<file path="src/hw/rtl/ffra_pkg.sv">
// ----------------------------------------------------------------------------
// ffra_pkg
// Shared types and constants for the first-fit range allocator: field
// widths, opcodes, slot kinds, status codes and controller/datapath links.
// ----------------------------------------------------------------------------
package ffra_pkg;

   // Parameter defaults
   localparam int SLOT_COUNT_DEF = 32;
   localparam int ADDR_BITS_DEF  = 32;

   // Fixed port field widths
   localparam int FIELD_ADDR_BITS = 32;
   localparam int SIZE_BITS       = 32;
   localparam int SLOT_FIELD_BITS = 5;
   localparam int CSR_IDX_BITS    = 4;
   localparam int CSR_DATA_BITS   = 32;

   // Opcodes
   localparam logic [1:0] OP_FORMAT  = 2'd0;
   localparam logic [1:0] OP_ALLOC   = 2'd1;
   localparam logic [1:0] OP_REGION  = 2'd2;
   localparam logic [1:0] OP_ITERATE = 2'd3;

   // Slot kinds
   localparam logic [1:0] KIND_UNUSED = 2'd0;
   localparam logic [1:0] KIND_FREE   = 2'd1;
   localparam logic [1:0] KIND_FILE   = 2'd2;
   localparam logic [1:0] KIND_DIR    = 2'd3;

   // Response status codes
   localparam logic [1:0] ST_OK    = 2'd0;
   localparam logic [1:0] ST_NOFIT = 2'd1;
   localparam logic [1:0] ST_FULL  = 2'd2;
   localparam logic [1:0] ST_NONE  = 2'd3;

   // Configuration register indexes
   localparam logic [CSR_IDX_BITS-1:0] CSR_POOL_START = 4'd0;
   localparam logic [CSR_IDX_BITS-1:0] CSR_POOL_END   = 4'd1;

   // Controller states
   typedef enum logic [2:0] {
      S_IDLE,
      S_SCAN,
      S_DRAIN,
      S_DECIDE,
      S_NEW,
      S_FIX,
      S_SPLIT,
      S_FORMAT
   } state_type;

   // Table write selects
   typedef enum logic [2:0] {
      WR_NONE,
      WR_FORMAT,
      WR_NEW,
      WR_HEAD,
      WR_TAIL,
      WR_SPLIT,
      WR_DROP
   } wr_sel_type;

   // Response payload sources
   typedef enum logic [1:0] {
      SRC_NONE,
      SRC_FORMAT,
      SRC_NEW,
      SRC_FOUND
   } rsp_src_type;

   typedef struct packed {
      logic        load;
      logic        scan_issue;
      wr_sel_type  wr_sel;
      logic        respond;
      logic [1:0]  rsp_status;
      rsp_src_type rsp_src;
   } cmd_type;

   typedef struct packed {
      logic [1:0] op;
      logic       f_found;
      logic       u_found;
      logic       v_found;
      logic       head_eq;
      logic       tail_eq;
      logic       exact;
      logic       issue_last;
   } stat_type;

endpackage

</file>
<file path="src/hw/rtl/first_fit_range_allocator_core.sv">
// ----------------------------------------------------------------------------
// first_fit_range_allocator_core
// First-fit allocator over a table of address-range slots.
//
// Usage: drive the req_ fields and pulse start while busy is low; the
// request is taken at that edge. Opcodes: format, allocate by size,
// allocate a given region, iterate from a slot. One response follows each
// request: rsp_strobe is high for one cycle with status, slot, kind and
// range on the rsp_ ports. The receiver cannot stall; take it that cycle.
// Format responds without a scan. Other requests scan the table one slot
// per cycle through the table RAM read port. Iterate and failed requests
// then respond; a successful allocation first updates the table, a region
// split with three table writes.
// busy drops in the cycle the response is on the rsp_ ports, so the next
// request can start while it is there.
// The user must write pool_start and pool_end over the csr_ port only while idle; the block does not enforce it.
// Reset: all slots unused, pool covers the full address space; no
// clearing pass is needed, the in-use bits clear at once.
// ----------------------------------------------------------------------------
module first_fit_range_allocator_core
   import ffra_pkg::*;
#(
   parameter int SLOT_COUNT = SLOT_COUNT_DEF,
   parameter int ADDR_BITS  = ADDR_BITS_DEF
) (
   input  logic                       clock,
   input  logic                       reset,
   input  logic                       csr_we,
   input  logic [CSR_IDX_BITS-1:0]    csr_index,
   input  logic [CSR_DATA_BITS-1:0]   csr_wdata,
   input  logic                       start,
   output logic                       busy,
   input  logic [1:0]                 req_opcode,
   input  logic [SIZE_BITS-1:0]       req_alloc_size,
   input  logic [FIELD_ADDR_BITS-1:0] req_region_start,
   input  logic [FIELD_ADDR_BITS-1:0] req_region_end,
   input  logic [1:0]                 req_entry_kind,
   input  logic [SLOT_FIELD_BITS-1:0] req_slot_index,
   output logic                       rsp_strobe,
   output logic [1:0]                 rsp_status,
   output logic [SLOT_FIELD_BITS-1:0] rsp_result_slot,
   output logic [1:0]                 rsp_result_kind,
   output logic [FIELD_ADDR_BITS-1:0] rsp_result_start,
   output logic [FIELD_ADDR_BITS-1:0] rsp_result_end
);

   cmd_type  cmd;
   stat_type stat;

   ffra_ctrl u_ctrl (
      .clock      (clock),
      .reset      (reset),
      .start      (start),
      .req_opcode (req_opcode),
      .stat       (stat),
      .cmd        (cmd),
      .busy       (busy)
   );

   ffra_dp #(
      .SLOT_COUNT (SLOT_COUNT),
      .ADDR_BITS  (ADDR_BITS)
   ) u_dp (
      .clock            (clock),
      .reset            (reset),
      .csr_we           (csr_we),
      .csr_index        (csr_index),
      .csr_wdata        (csr_wdata),
      .req_opcode       (req_opcode),
      .req_alloc_size   (req_alloc_size),
      .req_region_start (req_region_start),
      .req_region_end   (req_region_end),
      .req_entry_kind   (req_entry_kind),
      .req_slot_index   (req_slot_index),
      .cmd              (cmd),
      .stat             (stat),
      .rsp_strobe       (rsp_strobe),
      .rsp_status       (rsp_status),
      .rsp_result_slot  (rsp_result_slot),
      .rsp_result_kind  (rsp_result_kind),
      .rsp_result_start (rsp_result_start),
      .rsp_result_end   (rsp_result_end)
   );

endmodule

</file>
<file path="src/hw/rtl/ffra_ram.sv">
// ----------------------------------------------------------------------------
// ffra_ram
// Generic simple dual-port RAM: one write port, one read port with a
// registered read.
// ----------------------------------------------------------------------------
module ffra_ram #(
   parameter int WIDTH = 8,
   parameter int DEPTH = 32
) (
   input  logic                     clock,
   input  logic                     wr_en,
   input  logic [$clog2(DEPTH)-1:0] wr_addr,
   input  logic [WIDTH-1:0]         wr_data,
   input  logic [$clog2(DEPTH)-1:0] rd_addr,
   output logic [WIDTH-1:0]         rd_data
);

   logic [WIDTH-1:0] mem_ff [DEPTH];
   logic [WIDTH-1:0] rd_data_ff;

   // Write port
   always_ff @(posedge clock) begin
      if (wr_en) begin
         mem_ff[wr_addr] <= wr_data;
      end
   end

   // Registered read port
   always_ff @(posedge clock) begin
      rd_data_ff <= mem_ff[rd_addr];
   end

   assign rd_data = rd_data_ff;

endmodule

</file>
<file path="src/hw/rtl/ffra_dp.sv">
// ----------------------------------------------------------------------------
// ffra_dp
// Allocator datapath: request and pool registers, slot table RAM with
// in-use bits, scan pointer, candidate slot capture, table updates and
// the response register.
// ----------------------------------------------------------------------------
module ffra_dp
   import ffra_pkg::*;
#(
   parameter int SLOT_COUNT = SLOT_COUNT_DEF,
   parameter int ADDR_BITS  = ADDR_BITS_DEF
) (
   input  logic                       clock,
   input  logic                       reset,
   input  logic                       csr_we,
   input  logic [CSR_IDX_BITS-1:0]    csr_index,
   input  logic [CSR_DATA_BITS-1:0]   csr_wdata,
   input  logic [1:0]                 req_opcode,
   input  logic [SIZE_BITS-1:0]       req_alloc_size,
   input  logic [FIELD_ADDR_BITS-1:0] req_region_start,
   input  logic [FIELD_ADDR_BITS-1:0] req_region_end,
   input  logic [1:0]                 req_entry_kind,
   input  logic [SLOT_FIELD_BITS-1:0] req_slot_index,
   input  cmd_type                    cmd,
   output stat_type                   stat,
   output logic                       rsp_strobe,
   output logic [1:0]                 rsp_status,
   output logic [SLOT_FIELD_BITS-1:0] rsp_result_slot,
   output logic [1:0]                 rsp_result_kind,
   output logic [FIELD_ADDR_BITS-1:0] rsp_result_start,
   output logic [FIELD_ADDR_BITS-1:0] rsp_result_end
);

   // Stored address width: the parameter, capped by the field width
   localparam int AW = (ADDR_BITS < FIELD_ADDR_BITS) ? ADDR_BITS : FIELD_ADDR_BITS;
   localparam int SW = $clog2(SLOT_COUNT);
   localparam int EW = 2 + 2 * AW;

   // Configuration registers
   logic [AW-1:0] pool_start_ff, pool_start_in;
   logic [AW-1:0] pool_end_ff, pool_end_in;

   // Request registers
   logic [1:0]                 op_ff, op_in;
   logic [SIZE_BITS-1:0]       size_ff, size_in;
   logic [AW-1:0]              rs_ff, rs_in;
   logic [AW-1:0]              re_ff, re_in;
   logic [1:0]                 kind_ff, kind_in;
   logic [SLOT_FIELD_BITS-1:0] idx_ff, idx_in;

   // Scan control
   logic [SW-1:0] scan_ptr_ff, scan_ptr_in;
   logic [SW-1:0] eval_ptr_ff, eval_ptr_in;
   logic          eval_vld_ff, eval_vld_in;

   // Candidate slots
   logic          f_found_ff, f_found_in;
   logic [SW-1:0] f_slot_ff, f_slot_in;
   logic [1:0]    f_kind_ff, f_kind_in;
   logic [AW-1:0] f_first_ff, f_first_in;
   logic [AW-1:0] f_last_ff, f_last_in;
   logic          u_found_ff, u_found_in;
   logic [SW-1:0] u_slot_ff, u_slot_in;
   logic          v_found_ff, v_found_in;
   logic [SW-1:0] v_slot_ff, v_slot_in;

   // In-use bits, one per slot
   logic [SLOT_COUNT-1:0] used_ff, used_in;

   // Response registers
   logic                       rsp_vld_ff, rsp_vld_in;
   logic [1:0]                 rsp_status_ff, rsp_status_in;
   logic [SLOT_FIELD_BITS-1:0] rsp_slot_ff, rsp_slot_in;
   logic [1:0]                 rsp_kind_ff, rsp_kind_in;
   logic [FIELD_ADDR_BITS-1:0] rsp_start_ff, rsp_start_in;
   logic [FIELD_ADDR_BITS-1:0] rsp_end_ff, rsp_end_in;

   // Table RAM ports
   logic          ram_we;
   logic [SW-1:0] ram_waddr;
   logic [EW-1:0] ram_wdata;
   logic [EW-1:0] ram_rdata;

   // Evaluated entry
   logic [1:0]    rd_kind;
   logic [AW-1:0] rd_first;
   logic [AW-1:0] rd_last;
   logic          rd_used;
   logic          rd_free;
   logic          hit;

   // Derived addresses
   logic [AW-1:0] new_first;
   logic [AW-1:0] new_last;
   logic [AW-1:0] head_first;
   logic [AW-1:0] rs_dec;
   logic [AW-1:0] re_inc;
   logic [SIZE_BITS-1:0] size_dec;
   logic [FIELD_ADDR_BITS-1:0] slot_wide;

   ffra_ram #(
      .WIDTH (EW),
      .DEPTH (SLOT_COUNT)
   ) u_table (
      .clock   (clock),
      .wr_en   (ram_we),
      .wr_addr (ram_waddr),
      .wr_data (ram_wdata),
      .rd_addr (scan_ptr_ff),
      .rd_data (ram_rdata)
   );

   // Split the entry read during the scan
   always_comb begin
      rd_kind  = ram_rdata[EW-1 -: 2];
      rd_first = ram_rdata[2*AW-1 -: AW];
      rd_last  = ram_rdata[AW-1:0];
      rd_used  = used_ff[eval_ptr_ff];
      rd_free  = rd_used && (rd_kind == KIND_FREE);
   end

   // Address arithmetic for the update and response
   always_comb begin
      size_dec   = size_ff - SIZE_BITS'(1);
      rs_dec     = rs_ff - AW'(1);
      re_inc     = re_ff + AW'(1);
      new_first  = (op_ff == OP_ALLOC) ? f_first_ff : rs_ff;
      new_last   = (op_ff == OP_ALLOC) ? AW'(SIZE_BITS'(f_first_ff) + size_dec) : re_ff;
      head_first = (op_ff == OP_ALLOC) ? AW'(SIZE_BITS'(f_first_ff) + size_ff) : re_inc;
   end

   // Match test for the entry under evaluation
   always_comb begin
      case (op_ff)
         OP_ALLOC: begin
            hit = rd_free && (size_ff != '0) && (rd_first <= rd_last) &&
                  (SIZE_BITS'(rd_last - rd_first) >= size_dec);
         end
         OP_REGION: begin
            hit = rd_free && (rs_ff <= re_ff) && (rd_first <= rs_ff) &&
                  (rd_last >= re_ff);
         end
         OP_ITERATE: begin
            hit = rd_used && (32'(eval_ptr_ff) >= 32'(idx_ff));
         end
         default: begin
            hit = 1'b0;
         end
      endcase
   end

   // Configuration writes
   always_comb begin
      pool_start_in = pool_start_ff;
      pool_end_in   = pool_end_ff;
      if (csr_we) begin
         case (csr_index)
            CSR_POOL_START: pool_start_in = csr_wdata[AW-1:0];
            CSR_POOL_END:   pool_end_in   = csr_wdata[AW-1:0];
            default: begin
            end
         endcase
      end
   end

   // Request capture, scan pointer and candidate tracking
   always_comb begin
      op_in       = op_ff;
      size_in     = size_ff;
      rs_in       = rs_ff;
      re_in       = re_ff;
      kind_in     = kind_ff;
      idx_in      = idx_ff;
      scan_ptr_in = scan_ptr_ff;
      eval_ptr_in = scan_ptr_ff;
      eval_vld_in = cmd.scan_issue;
      f_found_in  = f_found_ff;
      f_slot_in   = f_slot_ff;
      f_kind_in   = f_kind_ff;
      f_first_in  = f_first_ff;
      f_last_in   = f_last_ff;
      u_found_in  = u_found_ff;
      u_slot_in   = u_slot_ff;
      v_found_in  = v_found_ff;
      v_slot_in   = v_slot_ff;

      if (cmd.load) begin
         op_in       = req_opcode;
         size_in     = req_alloc_size;
         rs_in       = req_region_start[AW-1:0];
         re_in       = req_region_end[AW-1:0];
         kind_in     = (req_entry_kind == KIND_DIR) ? KIND_DIR : KIND_FILE;
         idx_in      = req_slot_index;
         scan_ptr_in = '0;
         f_found_in  = 1'b0;
         u_found_in  = 1'b0;
         v_found_in  = 1'b0;
      end else begin
         // Advance the read pointer
         if (cmd.scan_issue) begin
            scan_ptr_in = scan_ptr_ff + SW'(1);
         end
         // Keep the first match and the first two unused slots
         if (eval_vld_ff) begin
            if (hit && !f_found_ff) begin
               f_found_in = 1'b1;
               f_slot_in  = eval_ptr_ff;
               f_kind_in  = rd_kind;
               f_first_in = rd_first;
               f_last_in  = rd_last;
            end
            if (!rd_used) begin
               if (!u_found_ff) begin
                  u_found_in = 1'b1;
                  u_slot_in  = eval_ptr_ff;
               end else if (!v_found_ff) begin
                  v_found_in = 1'b1;
                  v_slot_in  = eval_ptr_ff;
               end
            end
         end
      end
   end

   // Table updates
   always_comb begin
      ram_we    = 1'b0;
      ram_waddr = f_slot_ff;
      ram_wdata = {KIND_FREE, f_first_ff, f_last_ff};
      used_in   = used_ff;
      case (cmd.wr_sel)
         WR_FORMAT: begin
            ram_we     = 1'b1;
            ram_waddr  = '0;
            ram_wdata  = {KIND_FREE, pool_start_ff, pool_end_ff};
            used_in    = '0;
            used_in[0] = 1'b1;
         end
         WR_NEW: begin
            ram_we             = 1'b1;
            ram_waddr          = u_slot_ff;
            ram_wdata          = {kind_ff, new_first, new_last};
            used_in[u_slot_ff] = 1'b1;
         end
         WR_HEAD: begin
            ram_we    = 1'b1;
            ram_wdata = {KIND_FREE, head_first, f_last_ff};
         end
         WR_TAIL: begin
            ram_we    = 1'b1;
            ram_wdata = {KIND_FREE, f_first_ff, rs_dec};
         end
         WR_SPLIT: begin
            ram_we             = 1'b1;
            ram_waddr          = v_slot_ff;
            ram_wdata          = {KIND_FREE, re_inc, f_last_ff};
            used_in[v_slot_ff] = 1'b1;
         end
         WR_DROP: begin
            used_in[f_slot_ff] = 1'b0;
         end
         default: begin
         end
      endcase
   end

   // Response payload select
   always_comb begin
      rsp_vld_in    = cmd.respond;
      rsp_status_in = rsp_status_ff;
      rsp_slot_in   = rsp_slot_ff;
      rsp_kind_in   = rsp_kind_ff;
      rsp_start_in  = rsp_start_ff;
      rsp_end_in    = rsp_end_ff;
      slot_wide     = '0;
      if (cmd.respond) begin
         rsp_status_in = cmd.rsp_status;
         case (cmd.rsp_src)
            SRC_FORMAT: begin
               rsp_kind_in  = KIND_FREE;
               rsp_start_in = FIELD_ADDR_BITS'(pool_start_ff);
               rsp_end_in   = FIELD_ADDR_BITS'(pool_end_ff);
            end
            SRC_NEW: begin
               slot_wide    = FIELD_ADDR_BITS'(u_slot_ff);
               rsp_kind_in  = kind_ff;
               rsp_start_in = FIELD_ADDR_BITS'(new_first);
               rsp_end_in   = FIELD_ADDR_BITS'(new_last);
            end
            SRC_FOUND: begin
               slot_wide    = FIELD_ADDR_BITS'(f_slot_ff);
               rsp_kind_in  = f_kind_ff;
               rsp_start_in = FIELD_ADDR_BITS'(f_first_ff);
               rsp_end_in   = FIELD_ADDR_BITS'(f_last_ff);
            end
            default: begin
               rsp_kind_in  = KIND_UNUSED;
               rsp_start_in = '0;
               rsp_end_in   = '0;
            end
         endcase
         rsp_slot_in = slot_wide[SLOT_FIELD_BITS-1:0];
      end
   end

   // Control registers
   always_ff @(posedge clock) begin
      if (reset) begin
         pool_start_ff <= '0;
         pool_end_ff   <= '1;
         used_ff       <= '0;
         eval_vld_ff   <= 1'b0;
         rsp_vld_ff    <= 1'b0;
      end else begin
         pool_start_ff <= pool_start_in;
         pool_end_ff   <= pool_end_in;
         used_ff       <= used_in;
         eval_vld_ff   <= eval_vld_in;
         rsp_vld_ff    <= rsp_vld_in;
      end
   end

   // Payload registers
   always_ff @(posedge clock) begin
      op_ff         <= op_in;
      size_ff       <= size_in;
      rs_ff         <= rs_in;
      re_ff         <= re_in;
      kind_ff       <= kind_in;
      idx_ff        <= idx_in;
      scan_ptr_ff   <= scan_ptr_in;
      eval_ptr_ff   <= eval_ptr_in;
      f_found_ff    <= f_found_in;
      f_slot_ff     <= f_slot_in;
      f_kind_ff     <= f_kind_in;
      f_first_ff    <= f_first_in;
      f_last_ff     <= f_last_in;
      u_found_ff    <= u_found_in;
      u_slot_ff     <= u_slot_in;
      v_found_ff    <= v_found_in;
      v_slot_ff     <= v_slot_in;
      rsp_status_ff <= rsp_status_in;
      rsp_slot_ff   <= rsp_slot_in;
      rsp_kind_ff   <= rsp_kind_in;
      rsp_start_ff  <= rsp_start_in;
      rsp_end_ff    <= rsp_end_in;
   end

   // Status toward the controller
   always_comb begin
      stat.op         = op_ff;
      stat.f_found    = f_found_ff;
      stat.u_found    = u_found_ff;
      stat.v_found    = v_found_ff;
      stat.head_eq    = (f_first_ff == rs_ff);
      stat.tail_eq    = (f_last_ff == re_ff);
      stat.exact      = (SIZE_BITS'(f_last_ff - f_first_ff) == size_dec);
      stat.issue_last = (scan_ptr_ff == SW'(SLOT_COUNT - 1));
   end

   assign rsp_strobe       = rsp_vld_ff;
   assign rsp_status       = rsp_status_ff;
   assign rsp_result_slot  = rsp_slot_ff;
   assign rsp_result_kind  = rsp_kind_ff;
   assign rsp_result_start = rsp_start_ff;
   assign rsp_result_end   = rsp_end_ff;

endmodule

</file>
<file path="src/hw/rtl/ffra_ctrl.sv">
// ----------------------------------------------------------------------------
// ffra_ctrl
// Allocator controller: sequences the table scan, picks the outcome of each
// request and steps through the table writes.
// ----------------------------------------------------------------------------
module ffra_ctrl
   import ffra_pkg::*;
(
   input  logic       clock,
   input  logic       reset,
   input  logic       start,
   input  logic [1:0] req_opcode,
   input  stat_type   stat,
   output cmd_type    cmd,
   output logic       busy
);

   state_type state_ff, state_in;
   logic      split;
   logic      alloc_fail;

   always_comb begin
      split      = !stat.head_eq && !stat.tail_eq;
      alloc_fail = !stat.f_found || !stat.u_found ||
                   ((stat.op == OP_REGION) && split && !stat.v_found);
   end

   // Next state
   always_comb begin
      state_in = state_ff;
      case (state_ff)
         S_IDLE: begin
            if (start) begin
               state_in = (req_opcode == OP_FORMAT) ? S_FORMAT : S_SCAN;
            end
         end
         S_SCAN: begin
            if (stat.issue_last) begin
               state_in = S_DRAIN;
            end
         end
         S_DRAIN: begin
            state_in = S_DECIDE;
         end
         S_DECIDE: begin
            if ((stat.op == OP_ITERATE) || alloc_fail) begin
               state_in = S_IDLE;
            end else begin
               state_in = S_NEW;
            end
         end
         S_NEW: begin
            state_in = S_FIX;
         end
         S_FIX: begin
            state_in = ((stat.op == OP_REGION) && split) ? S_SPLIT : S_IDLE;
         end
         S_SPLIT: begin
            state_in = S_IDLE;
         end
         S_FORMAT: begin
            state_in = S_IDLE;
         end
         default: begin
            state_in = S_IDLE;
         end
      endcase
   end

   // Outputs
   always_comb begin
      cmd.load       = 1'b0;
      cmd.scan_issue = 1'b0;
      cmd.wr_sel     = WR_NONE;
      cmd.respond    = 1'b0;
      cmd.rsp_status = ST_OK;
      cmd.rsp_src    = SRC_NONE;
      busy           = 1'b1;
      case (state_ff)
         S_IDLE: begin
            busy     = 1'b0;
            cmd.load = start;
         end
         S_SCAN: begin
            cmd.scan_issue = 1'b1;
         end
         S_DECIDE: begin
            if (stat.op == OP_ITERATE) begin
               cmd.respond = 1'b1;
               if (stat.f_found) begin
                  cmd.rsp_src = SRC_FOUND;
               end else begin
                  cmd.rsp_status = ST_NONE;
               end
            end else if (!stat.f_found) begin
               cmd.respond    = 1'b1;
               cmd.rsp_status = ST_NOFIT;
            end else if (alloc_fail) begin
               cmd.respond    = 1'b1;
               cmd.rsp_status = ST_FULL;
            end
         end
         S_NEW: begin
            cmd.wr_sel = WR_NEW;
         end
         S_FIX: begin
            // Shrink, trim or drop the free slot that was carved from
            if (stat.op == OP_ALLOC) begin
               cmd.wr_sel = stat.exact ? WR_DROP : WR_HEAD;
            end else if (stat.head_eq) begin
               cmd.wr_sel = stat.tail_eq ? WR_DROP : WR_HEAD;
            end else begin
               cmd.wr_sel = WR_TAIL;
            end
            if (!((stat.op == OP_REGION) && split)) begin
               cmd.respond = 1'b1;
               cmd.rsp_src = SRC_NEW;
            end
         end
         S_SPLIT: begin
            cmd.wr_sel  = WR_SPLIT;
            cmd.respond = 1'b1;
            cmd.rsp_src = SRC_NEW;
         end
         S_FORMAT: begin
            cmd.wr_sel  = WR_FORMAT;
            cmd.respond = 1'b1;
            cmd.rsp_src = SRC_FORMAT;
         end
         default: begin
         end
      endcase
   end

   always_ff @(posedge clock) begin
      if (reset) begin
         state_ff <= S_IDLE;
      end else begin
         state_ff <= state_in;
      end
   end

endmodule
</file>
<file path="config.mk">
export PLATFORM = sky130hd
export DESIGN_NAME = first_fit_range_allocator_core
export DESIGN_NICKNAME = d
export VERILOG_FILES = /design/src/hw/rtl/ffra_pkg.sv /design/src/hw/rtl/first_fit_range_allocator_core.sv /design/src/hw/rtl/ffra_ram.sv /design/src/hw/rtl/ffra_dp.sv /design/src/hw/rtl/ffra_ctrl.sv
export SDC_FILE = /design/constraint.sdc
export NUM_CORES = 2
export LEC_CHECK = 0
export BUFFER_PORTS_ARGS = -buffer_cell sky130_fd_sc_hd__buf_2
export CAP_MARGIN = 0
export CORE_ASPECT_RATIO = 0.75
export CORE_MARGIN = 3
export CORE_UTILIZATION = 30
export DETAILED_ROUTE_END_ITERATION = 10
export GPL_ROUTABILITY_DRIVEN = 0
export PLACE_DENSITY = 0.47
export SLEW_MARGIN = 20
export SYNTH_ARGS = -nofsm -noshare
export SYNTH_HDL_FRONTEND = slang
export SYNTH_HIERARCHICAL = 1
export SYNTH_SLANG_ARGS = --single-unit
</file>
<file path="constraint.sdc">
create_clock -name clock -period 12.9 [get_ports clock]
set_clock_uncertainty 0.15 [all_clocks]
set_input_delay 2.58 -clock clock [delete_from_list [all_inputs] [get_ports clock]]
set_output_delay 2.58 -clock clock [all_outputs]
set_load 0.02 [all_outputs]
</file>
==> report_table.html <==
<table>
<tr><th>Metric</th><th>Value</th></tr>
<tr><th colspan="2">CTS</th></tr>
<tr><td>Count of hold buffers inserted by post-cts repair</td><td>0</td></tr>
<tr><td>Largest buffer count on any clock path</td><td>4</td></tr>
<tr><td>Buffers inserted during post-CTS setup optimization</td><td>0</td></tr>
<tr><td>Inserted Clock Buffers</td><td>around 270</td></tr>
<tr><td>Post-CTS sizing</td><td>0</td></tr>
<tr><td>H-tree Lvls</td><td>5</td></tr>
<tr><td>CTS clk-pin slew, worst paths</td><td>about 0.070 ns</td></tr>
<tr><td>CTS sink count</td><td>approximately 2600</td></tr>
<tr><td>Latest clock arrival within the worst-skew pair</td><td>0.88 ns</td></tr>
<tr><td>TritonCTS clock tree</td><td>done</td></tr>
<tr><td>Clock root buffer</td><td>sky130_fd_sc_hd__clkbuf_16</td></tr>
<tr><th colspan="2">Logic synthesis</th></tr>
<tr><td>Async SR Flop Fraction</td><td>0</td></tr>
<tr><td>Seq/Total Area, Yosys</td><td>0.672</td></tr>
<tr><td>Count of different cell masters after synthesis</td><td>94</td></tr>
<tr><td>Number of flops mapped to enable cells by yosys</td><td>between 2000 and 2500</td></tr>
<tr><td>Gate count after technology mapping</td><td>6645</td></tr>
<tr><td>Post-synthesis instance area</td><td>roughly 110000 sq um</td></tr>
<tr><td>Synthesized net count</td><td>7059</td></tr>
<tr><td>Number of warnings reported in the yosys synthesis log</td><td>6</td></tr>
<tr><td>Seq cells post-synth</td><td>2550</td></tr>
<tr><td>Average size of a mapped cell</td><td>16.7 sq um</td></tr>
<tr><td>Primary flip-flop cell chosen by synthesis mapping</td><td>sky130_fd_sc_hd__edfxtp_1</td></tr>
<tr><th colspan="2">Drt</th></tr>
<tr><td>Total number of vias</td><td>just under 70000</td></tr>
<tr><td>Wire length per cell</td><td>about 33 um</td></tr>
<tr><td>1st-pass router iterations</td><td>7</td></tr>
<tr><td>Number of vias per cell after detailed routing</td><td>5.62</td></tr>
<tr><td>Routed wire length</td><td>about 400000 um</td></tr>
<tr><td>Number of DRC violations after detailed-routing iteration 0</td><td>slightly above 9000</td></tr>
<tr><td>DRC violations left</td><td>0</td></tr>
<tr><td>Remaining antenna violation count</td><td>0</td></tr>
<tr><th colspan="2">Place</th></tr>
<tr><td>Dpl hpwl</td><td>roughly 260000 um</td></tr>
<tr><td>Number of buffers added on ports</td><td>~220</td></tr>
<tr><td>Placed Instances</td><td>~12000</td></tr>
<tr><td>Pre-CTS setup slack</td><td>3.11 ns</td></tr>
<tr><th colspan="2">Critical path</th></tr>
<tr><td>Max FO, Critical Path</td><td>28</td></tr>
<tr><td>Startpoint class of the critical path</td><td>flip-flop</td></tr>
<tr><td>Required time reported for the critical path endpoint</td><td>~13 ns</td></tr>
<tr><td>Crit path arrival time</td><td>a little over 10 ns</td></tr>
<tr><td>Delay of the slowest cell on the worst path</td><td>~0.95 ns</td></tr>
<tr><td>Master of the slowest instance on the critical path</td><td>sky130_fd_sc_hd__nor2_4</td></tr>
<tr><td>Number of buffer and inverter instances along the worst setup path</td><td>1</td></tr>
<tr><td>Critical path capture point type</td><td>flip-flop</td></tr>
<tr><td>Worst path top cell family by delay</td><td>simple AND/OR/NAND/NOR gates</td></tr>
<tr><td>WS Path Type</td><td>flip-flop to flip-flop</td></tr>
<tr><td>Series of cell instances along the critical path</td><td>nor4_1 &gt; nand4_1 &gt; nor4_4 &gt; o21ai_0 &gt; o21ai_0 &gt; o311ai_0 &gt; a2111oi_0 &gt; and4_1 &gt; nand4_1 &gt; nor4_2 &gt; mux2i_1 &gt; a21oi_1 &gt; nor2_1 &gt; nor2_1 &gt; mux2i_1 &gt; a21oi_1 &gt; nand3b_1 &gt; nor2_4 &gt; buf_4</td></tr>
<tr><th colspan="2">GRT</th></tr>
<tr><td>Global-route wire length before repair</td><td>~540000 um</td></tr>
<tr><td>Maximum number of pins on one net before global-route repair</td><td>112</td></tr>
<tr><td>All-Layer GR Usage</td><td>0.205</td></tr>
<tr><td>Fraction of met3 tracks used by global routing</td><td>0.0505</td></tr>
<tr><td>GR Overflow Total</td><td>0</td></tr>
<tr><td>Number of antenna violations at the first check in global routing</td><td>41</td></tr>
<tr><td>Met1 Usage GRT</td><td>0.320</td></tr>
<tr><td>Grt peak-use layer</td><td>met1</td></tr>
<tr><td>Number of global-route vias before repair</td><td>approximately 65000</td></tr>
<tr><td>Met2 GRT Util</td><td>0.282</td></tr>
<tr><th colspan="2">STA</th></tr>
<tr><td>Slew Limit Headroom</td><td>0.102</td></tr>
<tr><td>Time the final worst path needs with I/O delays and setup</td><td>9.83 ns</td></tr>
<tr><td>Fmax</td><td>0.102 GHz</td></tr>
<tr><td>Endpoints failing hold</td><td>0</td></tr>
<tr><td>Tightest Pin Transition</td><td>around 1.3 ns</td></tr>
<tr><td>Unrepaired setup endpoints after global routing</td><td>no</td></tr>
<tr><td>Fin Setup TNS</td><td>0 ns</td></tr>
<tr><td>Setup-violating endpoint count in the final report</td><td>0</td></tr>
<tr><td>Hold_ws</td><td>0.334 ns</td></tr>
<tr><td>Setup slack of the critical path after layout</td><td>3.07 ns</td></tr>
<tr><td>Fin. max-slew vios</td><td>0</td></tr>
<tr><td>Tcrit/Tclk final</td><td>0.762</td></tr>
<tr><th colspan="2">Floorplanning</th></tr>
<tr><td>Core region area</td><td>between 300000 and 400000 sq um</td></tr>
<tr><td>Count of pins on the block boundary</td><td>220</td></tr>
<tr><td>Starting density of the core</td><td>0.302</td></tr>
<tr><td>Die Height</td><td>approximately 530 um</td></tr>
<tr><td>Site Rows</td><td>between 150 and 200</td></tr>
<tr><td>Die Footprint</td><td>around 380000 sq um</td></tr>
<tr><td>Width of the die</td><td>709 um</td></tr>
<tr><th colspan="2">Power</th></tr>
<tr><td>Seq pwr share</td><td>0.410</td></tr>
<tr><td>Gate power share</td><td>0.302</td></tr>
<tr><td>Leakage power</td><td>around 41 nW</td></tr>
<tr><td>PD cells</td><td>about 210 nW/um^2</td></tr>
<tr><td>Internal power</td><td>between 15 and 20 mW</td></tr>
<tr><td>Share of total power in the clock network</td><td>0.287</td></tr>
<tr><td>Switching power summed over all nets</td><td>around 9.4 mW</td></tr>
<tr><td>Peak supply drop</td><td>~0.13 mV</td></tr>
<tr><td>Switching fraction of total power</td><td>0.346</td></tr>
<tr><th colspan="2">Cells and area</th></tr>
<tr><td>Area taken by multi-input logic gates</td><td>roughly 35000 sq um</td></tr>
<tr><td>Layout filler cell count</td><td>34900</td></tr>
<tr><td>Synth-to-layout area growth</td><td>15.2%</td></tr>
<tr><td>Core Util, Final</td><td>0.347</td></tr>
<tr><td>Seq. cell area</td><td>74800 sq um</td></tr>
<tr><td>Register name with the most flops</td><td>u_dp/u_table/mem_ff</td></tr>
<tr><td>Final cell count without fillers</td><td>approximately 12000</td></tr>
<tr><td>Max reg flops</td><td>approximately 2100</td></tr>
<tr><td>Final Net Count</td><td>roughly 7400</td></tr>
<tr><td>Share of post-route cells with drive strength above 1</td><td>0.229</td></tr>
<tr><th colspan="2">Flow run</th></tr>
<tr><td>Max Cap Violations</td><td>0</td></tr>
<tr><th colspan="2">Status</th></tr>
<tr><td>Result of the run</td><td>finished clean</td></tr>
<tr><th colspan="2">Hold path</th></tr>
<tr><td>Worst min-delay path class</td><td>flip-flop to flip-flop</td></tr>
</table>
-- area by class of cell --
cell class	instances	share of cell area
sequential	2550	0.584
inverter	209	0.00613
clock inverter	142	0.0105
multi-input combinational	3547	0.272
antenna	27	0.000527
timing repair buffer	416	0.0232
clock buffer	340	0.0567
tap	4875	0.0476
-- layout by cell type, fill, tap and decap left out, drive strengths merged, types with 43 or more instances in the layout --
master,n
xnor2,160
o21ai,241
a21oi,315
dfxtp,180
clkbuf,340
clkinv,104
nand3,60
mux4,629
nand3b,43
nand4,56
a21o,113
mux2,79
ha,265
a221oi,90
nor2,260
inv,218
nor3,96
buf,416
edfxtp,2370
xor2,127
nand2,384
mux2i,67
-- metrics by stage --
stage                     power, mW  cell area, sq um
after detailed placement       19.3            119000
after floorplan                15.8            111000
after global placement         19.2            119000
final                          27.1            128000
after global routing           28.2            128000
after CTS                      27.2            128000
-- path summary, 6_finish.rpt --
check / slack (ns) / depth (start not counted) / from / end
min reg2reg: 0.33 / 0 / u_dp/u_table/rd_data[41] / u_dp/f_first_ff[9]
min: 0.33 / 0 / u_dp/u_table/rd_data[41] / u_dp/f_first_ff[9]
max reg2reg: 3.07 / 19 / u_dp/size_ff[9] / u_dp/u_table/mem_ff[9][56]
max: 3.07 / 19 / u_dp/size_ff[9] / u_dp/u_table/mem_ff[9][56]
-- power groups by stage --
stage	Sequential [mW]	Clock, mW	Combinational [mW]
2_1_floorplan	11.0	0	4.80
3_3_place_gp	11.3	0	7.93
3_5_place_dp	11.3	0	8.03
4_1_cts	11.1	7.97	8.07
5_1_grt	11.1	8.30	8.72
6_report	11.1	7.79	8.19
-- synthesized netlist by cell type, drive strengths merged (117+ instances only) --
| cell type | n | area (sq um) |
|---|---|---|
| a21oi | 315 | 1580 |
| clkbuf | 222 | 833 |
| inv | 207 | 777 |
| nor2 | 260 | 976 |
| buf | 117 | 649 |
| edfxtp | 2370 | 71200 |
| o21ai | 241 | 1210 |
| nand2 | 384 | 1440 |
| mux4 | 629 | 14200 |
| xor2 | 127 | 1120 |
| ha | 265 | 3320 |
| dfxtp | 180 | 3600 |
| xnor2 | 160 | 1410 |
-- kinds of logic (layout without fill, tap and decap cells) --
family,count (synthesis),count (layout),share of synthesized area
simple gates,1134,1134,0.0496
flops,2550,2550,0.672
xor+xnor,287,287,0.0227
compound gates,1082,1082,0.0634
buf+inv,548,1107,0.0204
other cells,0,27,0
mux,775,775,0.141
fa+ha+maj,269,269,0.0305
-- routing by layer --
layer	up-vias	wire (um)
met2	3747	162000
met5	-	55
met3	562	42400
met1	36300	183000
li1	27400	-
met4	8	10800
Power figures use the tool's default switching activity.
